[config.mk]
export PLATFORM = sky130hd
export DESIGN_NAME = mbc_cell
export DESIGN_NICKNAME = d
export VERILOG_FILES = /design/src/design/mbc_pkg.sv /design/src/design/mbc_cell.sv
export SDC_FILE = /design/constraint.sdc
export NUM_CORES = 2
export LEC_CHECK = 0
export BUFFER_PORTS_ARGS = -buffer_cell sky130_fd_sc_hd__buf_4
export CORE_MARGIN = 5
export CORE_UTILIZATION = 58
export DETAILED_ROUTE_END_ITERATION = 10
export PLACE_DENSITY = 0.78
export SLEW_MARGIN = 20
export SYNTH_ARGS = -nofsm -noshare
export SYNTH_HDL_FRONTEND = slang
export SYNTH_SLANG_ARGS = --single-unit
[constraint.sdc]
create_clock -name clk_i -period 11.87 [get_ports clk_i]
set_input_delay 3.561 -clock clk_i [delete_from_list [all_inputs] [get_ports clk_i]]
set_output_delay 3.561 -clock clk_i [all_outputs]
set_load 0.02 [all_outputs]
[src/design/mbc_pkg.sv]
// Shared constants, types and rounding function for the biquad cascade.
package mbc_pkg;

  localparam int CHANNELS = 8;
  localparam int STAGES   = 4;
  localparam int CH_AW    = (CHANNELS > 1) ? $clog2(CHANNELS) : 1;
  localparam int STG_AW   = (STAGES > 1) ? $clog2(STAGES) : 1;
  localparam int STG_CW   = $clog2(STAGES + 1);
  localparam int SIG_W    = 24;
  localparam int COEF_W   = 20;
  localparam int SMP_W    = 16;
  localparam int PROD_W   = SIG_W + COEF_W;
  localparam int ACC_W    = 48;
  localparam int NCOEF    = 5;

  localparam logic signed [ACC_W-1:0] ACC_RND = 48'sd32768;
  localparam logic signed [ACC_W-1:0] SIG_MAX = 48'sd8388607;
  localparam logic signed [ACC_W-1:0] SIG_MIN = -48'sd8388608;

  typedef enum logic [1:0] {
    CMD_FILTER = 2'd0,
    CMD_LOAD   = 2'd1,
    CMD_CLEAR  = 2'd2,
    CMD_NOP    = 2'd3
  } cmd_e;

  typedef enum logic [1:0] {
    CFG_GAIN   = 2'd0,
    CFG_STAGES = 2'd1,
    CFG_INIT   = 2'd2,
    CFG_NONE   = 2'd3
  } cfg_idx_e;

  typedef enum logic [2:0] {
    SLOT_B0 = 3'd0,
    SLOT_B1 = 3'd1,
    SLOT_B2 = 3'd2,
    SLOT_A1 = 3'd3,
    SLOT_A2 = 3'd4
  } coef_slot_e;

  localparam logic [2:0] POS_A0 = 3'd3;
  localparam logic [2:0] POS_A2 = 3'd5;

  typedef struct packed {
    logic       start;
    logic       clr;
    logic       coef_we;
    coef_slot_e coef_slot;
  } cell_ctrl_t;

  typedef struct packed {
    logic                    done;
    logic                    sat;
    logic signed [SIG_W-1:0] y;
  } cell_res_t;

  typedef struct packed {
    logic                    clip;
    logic signed [SIG_W-1:0] val;
  } rnd_t;

  function automatic rnd_t round_sig(input logic signed [ACC_W-1:0] acc);
    logic signed [ACC_W-1:0] t;
    rnd_t r;
    t = (acc + ACC_RND) >>> 16;
    r.clip = 1'b0;
    if (t > SIG_MAX) begin
      r.clip = 1'b1;
      r.val  = SIG_MAX[SIG_W-1:0];
    end else if (t < SIG_MIN) begin
      r.clip = 1'b1;
      r.val  = SIG_MIN[SIG_W-1:0];
    end else begin
      r.val = t[SIG_W-1:0];
    end
    return r;
  endfunction

endpackage

[src/design/mbc_cell.sv]
// One biquad section: coefficients, per-channel delay memory and a serial multiply-accumulate.
module mbc_cell (
  input  logic                                clk_i,
  input  logic                                rst_ni,
  input  mbc_pkg::cell_ctrl_t                 ctrl_i,
  input  logic [mbc_pkg::CH_AW-1:0]           ch_i,
  input  logic signed [mbc_pkg::SIG_W-1:0]    x_i,
  input  logic                                sat_i,
  input  logic signed [mbc_pkg::COEF_W-1:0]   coef_i,
  input  logic signed [mbc_pkg::SIG_W-1:0]    clr_val_i,
  output mbc_pkg::cell_res_t                  res_o
);
  import mbc_pkg::*;

  localparam logic [2:0] STEP_A1   = 3'd0;
  localparam logic [2:0] STEP_A2   = 3'd1;
  localparam logic [2:0] STEP_U    = 3'd2;
  localparam logic [2:0] STEP_B0   = 3'd3;
  localparam logic [2:0] STEP_B1   = 3'd4;
  localparam logic [2:0] STEP_B2   = 3'd5;
  localparam logic [2:0] STEP_LAST = 3'd6;

  logic signed [COEF_W-1:0] coef_q [NCOEF];
  logic [2*SIG_W-1:0]       mem [CHANNELS];
  logic [2*SIG_W-1:0]       rd_q;
  logic [CHANNELS-1:0]      fresh_q;
  logic                     fresh_rd_q;
  logic                     busy_q, done_q;
  logic [2:0]               cnt_q;
  logic signed [SIG_W-1:0]  x_q, u_q, y_q;
  logic                     sat_q;
  logic signed [ACC_W-1:0]  acc_q, acc_d, prod_ext;
  logic signed [SIG_W-1:0]  r0, r1, mb;
  logic signed [COEF_W-1:0] ma;
  logic signed [PROD_W-1:0] prod;
  rnd_t                     rnd;

  assign r0 = fresh_rd_q ? clr_val_i : rd_q[SIG_W-1:0];
  assign r1 = fresh_rd_q ? clr_val_i : rd_q[2*SIG_W-1:SIG_W];

  always_comb begin
    unique case (cnt_q)
      STEP_A1: begin ma = coef_q[SLOT_A1]; mb = r0;  end
      STEP_A2: begin ma = coef_q[SLOT_A2]; mb = r1;  end
      STEP_B1: begin ma = coef_q[SLOT_B1]; mb = r0;  end
      STEP_B2: begin ma = coef_q[SLOT_B2]; mb = r1;  end
      default: begin ma = coef_q[SLOT_B0]; mb = u_q; end
    endcase
  end

  assign prod     = ma * mb;
  assign prod_ext = ACC_W'(prod);
  assign rnd      = round_sig(acc_q);

  always_comb begin
    unique case (cnt_q)
      STEP_A1:          acc_d = (ACC_W'(x_q) <<< 16) - prod_ext;
      STEP_A2:          acc_d = acc_q - prod_ext;
      STEP_B0:          acc_d = prod_ext;
      STEP_B1, STEP_B2: acc_d = acc_q + prod_ext;
      default:          acc_d = acc_q;
    endcase
  end

  always_ff @(posedge clk_i or negedge rst_ni) begin
    if (!rst_ni) begin
      busy_q  <= 1'b0;
      done_q  <= 1'b0;
      cnt_q   <= STEP_A1;
      fresh_q <= '1;
    end else begin
      done_q <= 1'b0;
      if (ctrl_i.start) begin
        busy_q <= 1'b1;
        cnt_q  <= STEP_A1;
      end else if (busy_q) begin
        if (cnt_q == STEP_LAST) begin
          busy_q <= 1'b0;
          done_q <= 1'b1;
        end else begin
          cnt_q <= cnt_q + 3'd1;
        end
      end
      if (ctrl_i.clr) begin
        fresh_q <= '1;
      end else if (busy_q && cnt_q == STEP_LAST) begin
        fresh_q[ch_i] <= 1'b0;
      end
    end
  end

  always_ff @(posedge clk_i) begin
    if (ctrl_i.coef_we) begin
      coef_q[ctrl_i.coef_slot] <= coef_i;
    end
    if (ctrl_i.start) begin
      x_q        <= x_i;
      sat_q      <= sat_i;
      rd_q       <= mem[ch_i];
      fresh_rd_q <= fresh_q[ch_i];
    end else if (busy_q) begin
      acc_q <= acc_d;
      if (cnt_q == STEP_U) begin
        u_q   <= rnd.val;
        sat_q <= sat_q | rnd.clip;
      end
      if (cnt_q == STEP_LAST) begin
        y_q         <= rnd.val;
        sat_q       <= sat_q | rnd.clip;
        mem[ch_i]   <= {r0, u_q};
      end
    end
  end

  assign res_o.done = done_q;
  assign res_o.sat  = sat_q;
  assign res_o.y    = y_q;

endmodule
---- Word level (Yosys, flattened, before mapping) ----
Memories as Yosys holds them, arrays and structs flattened. A register that Yosys moved wholly into a read port is not among the register bits.
Cells that the tools add are included.
storage, ports and cells
  flip-flop bits (word level) ............. 135
  RAM bits ................................ 484
  input port bits ......................... 80
  word-level logic and storage cells ...... 78
  memories kept ........................... 2
cells by class
  add/subtract/negate cells ............... 5
  multipliers ............................. 1
  $lt $le $gt $ge ......................... 4
  eq/ne operators ......................... 7
  muxes and demuxes ....................... 30
  bitwise operators ....................... 4
  reductions and logical operators ........ 15
memory list
  memory  depth  bits a word  rd ports  clocked after memory_dff  wr ports  RTL line        RTL
  mem     8      48           1         1                         1         mbc_cell.sv:24  logic [2*SIG_W-1:0] mem [CHANNELS];
  coef_q  5      20           5         0                         1         mbc_cell.sv:23  logic signed [COEF_W-1:0] coef_q [NCOEF];
operators by type and width
  kind                                                             number
  one-hot mux 48 bit (4 select lines)                              1
  one-hot mux 20 bit (4 select lines)                              1
  two-way mux 24 bit                                               3
  adder 48 x 17 -> 48 bit, second input constant                   1
  adder 48 x 44 -> 48 bit                                          1
  one-hot mux 24 bit (2 select lines)                              1
  subtractor 48 x 44 -> 48 bit                                     1
  subtractor 40 x 44 -> 45 bit                                     1
  multiplier 20 x 24 -> 44 bit                                     1
  greater-than comparator 32 x 24 -> 1 bit, second input constant  1
  less-than comparator 32 x 24 -> 1 bit, second input constant     1
  two-way mux 25 bit                                               1
  two-way mux 1 bit                                                16
  two-way mux 8 bit                                                2
  equality test 3 bit, second input constant                       3
  two-way mux 3 bit                                                3
  AND reduction 3 bit                                              3
  bitwise AND 8 bit                                                1
  inverter 8 bit                                                   1
  equality test 3 x 2 -> 1 bit, second input constant              2
  OR reduction 2 bit                                               3
  less-than comparator 3 x 4 -> 1 bit, second input constant       1
  AND reduction 2 bit                                              2
  nonzero test 2 bit                                               2
  12 further kinds                                                 13

---- Longest topological paths before layout ----
  depth after elaboration ................. 9
  gate-level depth with buffers ........... 50
  gate-level depth less buffers ........... 44

---- Least setup slack after synthesis ----
OpenSTA, ideal clock, no wires.
  kind .................................... input to register
  from .................................... input port clr_val_i[9] in the netlist's numbering
  to ...................................... register acc_q[47] (data pin)
  arrival ................................. 13.771 ns
  setup slack ............................. -2.167 ns
  stages .................................. 43
  path buffers ............................ 2
  cells stage by stage .................... nand2_1 o21ai_0 a221oi_1 nor2_1 fa_1 fa_1 inv_1 fa_1 inv_1 fa_1 inv_1 fa_1 inv_1 fa_1 inv_1 fa_1 inv_1 ha_1 (+7 left out) or3_1 nor4_4 and3_1 nor2_1 xnor2_1 ha_1 clkbuf_1 and4_1 nand2_1 nor2_1 nand4_1 a21o_1 a21oi_1 nor3_1 nor3b_1 nor4b_1 a2111oi_2 nand3_1
on the way
  cells in the longest elaborated chain, start to end .. 5
  elaborated cells between the ends (all ways) .. 8
  those cells by class .................... 3 x add/sub; 1 x mul; 4 x mux
RTL lines
  item                                                   RTL line         RTL
  start: declaration                                     mbc_cell.sv:10   input logic signed [mbc_pkg::SIG_W-1:0] clr_val_i,
  two-way mux 24 bit (*)                                 mbc_cell.sv:38   assign r0 = fresh_rd_q ? clr_val_i : rd_q[SIG_W-1:0];
  net r0[9]                                              mbc_cell.sv:33   logic signed [SIG_W-1:0] r0, r1, mb;
  one-hot mux 24 bit (2 select lines) (*)                mbc_cell.sv:42   unique case (cnt_q)
  multiplier 20 x 24 -> 44 bit (*)                       mbc_cell.sv:51   assign prod = ma * mb;
  adder 48 x 44 -> 48 bit, or another cell as far along  mbc_cell.sv:60   STEP_B1, STEP_B2: acc_d = acc_q + prod_ext;
  one-hot mux 48 bit (4 select lines) (*)                mbc_cell.sv:56   unique case (cnt_q)
  net acc_d[47]                                          mbc_cell.sv:32   logic signed [ACC_W-1:0] acc_q, acc_d, prod_ext;
  end signal: assignment                                 mbc_cell.sv:102  acc_q <= acc_d;
  end: declaration                                       mbc_cell.sv:32
Mark *: on every way through the listed nets, which the timed path passes. The rest lies on a longest branch.
A chain may end at the register's enable or synchronous reset.

---- Worst setup path in the final report ----
  from .................................... input port clr_val_i[14] in the netlist's numbering
  to ...................................... register acc_q[35] (data pin)
on the way
  cells in the longest elaborated chain, start to end .. 5
  elaborated cells between the ends (all ways) .. 8
  those cells by class .................... 3 x add/sub; 1 x mul; 4 x mux
RTL lines
  item                                                   RTL line
  two-way mux 24 bit, on equally long branches           mbc_cell.sv:39, mbc_cell.sv:38
  one-hot mux 24 bit (2 select lines) (*)                mbc_cell.sv:42
  multiplier 20 x 24 -> 44 bit (*)                       mbc_cell.sv:51
  adder 48 x 44 -> 48 bit, or another cell as far along  mbc_cell.sv:60
  one-hot mux 48 bit (4 select lines) (*)                mbc_cell.sv:56
  net acc_d[35]                                          mbc_cell.sv:32
Marked as above.

==> impl_results.md <==
- Vias per inst: 6.17
- Seq/Total Area, Yosys: 0.410
- Detail Placement HPWL: 110000 um
- CTS Buf Count: 69
- Post-synthesis sequential element count: 667
- Finished Layout Cells: 6259
- Failing checks: setup timing
- Ranking of synthesized cells by area: edfxtp_1 40%, fa_1 20%, ha_1 5.1%
- Design area: slightly above 0.06 mm2
- Crit-path max cell delay: 0.55 ns
- CP Max Fanout: 7
- DRC: 0
- Area growth syn-to-layout: 25.0%
- Fin util: 0.729
- Max clock buf depth: 3
- Final wirelength: roughly 150000 um
- Total clock sinks: 667
- GRT Util Overall: 0.338
- R2R cell count: 45
- Die width: 300 um
- Pins Over Slew Limit: 0
- Clk_lat worst skew: 0.65 ns
- Max_cap viols: 0
- Initial antenna violation count: 5
- Critical path endpoint category: register
- Initial Utilization: 0.583
- Status: complete, but fails checks
- Initial DRC Count: 4463
- Max Clk Rate: a little under 0.08 GHz
- Final critical-path share of the clock period: 1.08
- Final setup fails: 23
- Area occupied by multi-input gates: 0.0279 mm2
- Post-synth EDFFs: 654
- Io pins: 106
- Placeable Area: 0.0836 mm2
- Ys flop type: edfxtp_1
- Gr ovfl total: 0
- Placed insts: 6059
- Share of the synthesized area in the top cell type: 0.403
- Die area: between 0.08 and 0.09 mm2
- Register area: 0.0200 mm2
- Final ANT Viol Nets: 0
- RSZ-0062 raised after global routing: yes
- Pin count of the biggest net entering global routing: 58
- Post-Syn Area: 0.0488 mm2
- Setup CP Type: input pin to register
- Fraction of layout cells with a size suffix above 1: 0.268
- Root Buffer: clkbuf_16
- Distinct cells, synth: 99
- Setup ws final: -0.976 ns
- Startpoint types: input pin
- Hold Path Depth: 1
- Cts hold-fix bufs: 0
- Slew headroom: 0.338
- Critical Path RT: 12.25 ns
- Post-layout nets: 5891
- H-Tree Depth: 3
- Clock Pin Slew Worst Setup and Hold Paths: 0.06 ns
- Minimum clock period: 12.85 ns
- Most frequent CP cell: fa_1
- Post-synth top area cell: edfxtp_1
- Die Span Y: about 300 um
- Cell Area, Placed: 0.0567 mm2
- Max Clock Skew: roughly 0.048 ns
- Vias in the first global route: 39700
- YS warnings: 0
- First-pass GRT wire length: ~230000 um
- First-pass DRT Iterations: 8
- Num rows: ~110
- Final Hold Viols: 0
- CTS tree: built
- Fill count: ~5400
- HP Class: register to register
- Worst path slowest cell: or4b_4
- Async SR Flop Fraction: 0.0195
- Routability cong.: 0.986
- Port Buffers: 105
- Post-Syn Nets: between 5000 and 6000
- Via count: roughly 39000
- Routed length per instance: 24.4 um
- Syn Inst Count: 4402
- Critical path arrival: between 10 and 15 ns
- Avg Inst Size Synth: 11.1 um2
- Worst Tran Pin Value: slightly below 1 ns
-- worst paths after layout --
kind / to / slack, ns / start
max: acc_q[35] / -0.98 / clr_val_i[14]
min: fresh_q[4] / 0.51 / fresh_q[4]
max reg2reg: acc_q[35] / 0.33 / cnt_q[1]
min reg2reg: fresh_q[4] / 0.51 / fresh_q[4]
max in group asynchronous: fresh_q[5] / 8.88 / rst_ni
min in group asynchronous: busy_q / 2.75 / rst_ni
-- area by class of cell --
class | count | share of cell area
multi-input combinational | 2883 | 0.457
sequential | 667 | 0.328
timing repair buffer | 855 | 0.114
inverter | 644 | 0.0397
clock buffer | 80 | 0.0290
tap | 1080 | 0.0222
clock inverter | 47 | 0.00922
antenna | 3 | 0.000123
-- Yosys cell counts (25+ instances only) --
cell type,count
xnor2_1,102
a21boi_0,25
edfxtp_1,654
nand2_1,329
and3_1,31
nor2_1,389
ha_1,198
xor2_1,66
o221ai_1,25
a221oi_1,44
inv_1,642
a221o_1,43
fa_1,493
clkbuf_1,180
a21oi_1,159
o21ai_0,140
nor3_1,32
nand3_1,53
a22oi_1,224
a21o_1,48
nand2b_1,70
nand4_1,76
-- repair_timing --
action,in CTS,in global routing
endpoints found under the setup margin,30,31
resized for setup,166,146
pin swaps,115,67
buffers inserted,49,28
-- stage by stage --
stage / setup slack (ns) / TNS (ns) / hold slack, ns
final: -0.976 / -14.88 / 0.510
after CTS: -0.741 / -9.66 / 0.511
after global placement: -1.63 / -34.74 / 0.478
after detailed placement: -1.74 / -38.20 / 0.496
after global routing: -1.28 / -21.99 / 0.522
after floorplan: -0.932 / -11.42 / 0.461
-- layout by cell type, fill, tap and decap left out, types with 18 or more instances in the layout --
cell / n
xnor2_1: 92
nor2b_1: 20
ha_1: 174
nand2b_1: 70
edfxtp_1: 654
buf_6: 46
and2_1: 19
nor3_1: 23
nor2_1: 340
inv_1: 635
o21ai_0: 89
or2_2: 19
xor2_1: 63
o21ai_1: 26
nor2_4: 21
a21oi_2: 40
o21ai_4: 18
nand2_1: 303
a21oi_1: 112
buf_12: 30
clkbuf_16: 69
nand3_1: 47
buf_4: 778
nand4_1: 76
and3_1: 25
nor2_2: 30
a21o_1: 48
a22oi_1: 220
a221o_1: 37
fa_1: 476
o21ai_2: 21
ha_4: 20
-- logic make-up after synthesis --
family,count (synthesis),synth area share
AOI/OAI and AO/OA,885,0.128
xor gates and xnor gates,173,0.0318
adders and majority gates,691,0.253
buffers and inverters,852,0.0662
DFF,667,0.410
muxes,14,0.00303
and+or+nand+nor,1120,0.108
-- flip-flops by register name, indices dropped and copies added (netlist names) --
| signal | cells |
|---|---|
| acc_q | 48 |
| sat_q | 1 |
| coef_q | 100 |
| y_q | 24 |
| fresh_q | 8 |
| fresh_rd_q | 1 |
| x_q | 24 |
| busy_q | 1 |
| rd_q | 48 |
| mem | 384 |
| done_q | 1 |
| cnt_q | 3 |
| u_q | 24 |
-- worst max-delay path, delay by kind of cell --
kind | cells | cell delay [ns]
buffers and inverters | 11 | 1.29
AO/OA/AOI/OAI | 12 | 1.99
multiplexers | 1 | 0.33
AND/OR/NAND/NOR | 9 | 1.51
XOR/XNOR | 2 | 0.33
adder cells (fa/ha/maj) | 9 | 4.17
-- metal layers --
metal  routed length (um)  vias up  share of wire  global-route usage
met3                16600      487           0.11              0.0682
li1                     -    16700              -                   -
met4                 8740        4          0.057               0.156
met5                   36        -        0.00024                   0
met1                55400    19000           0.36               0.444
met2                71900     2412           0.47               0.549
Power is not shown: default switching activity piles up to over one toggle a cycle in this logic, so the estimate is an artifact.
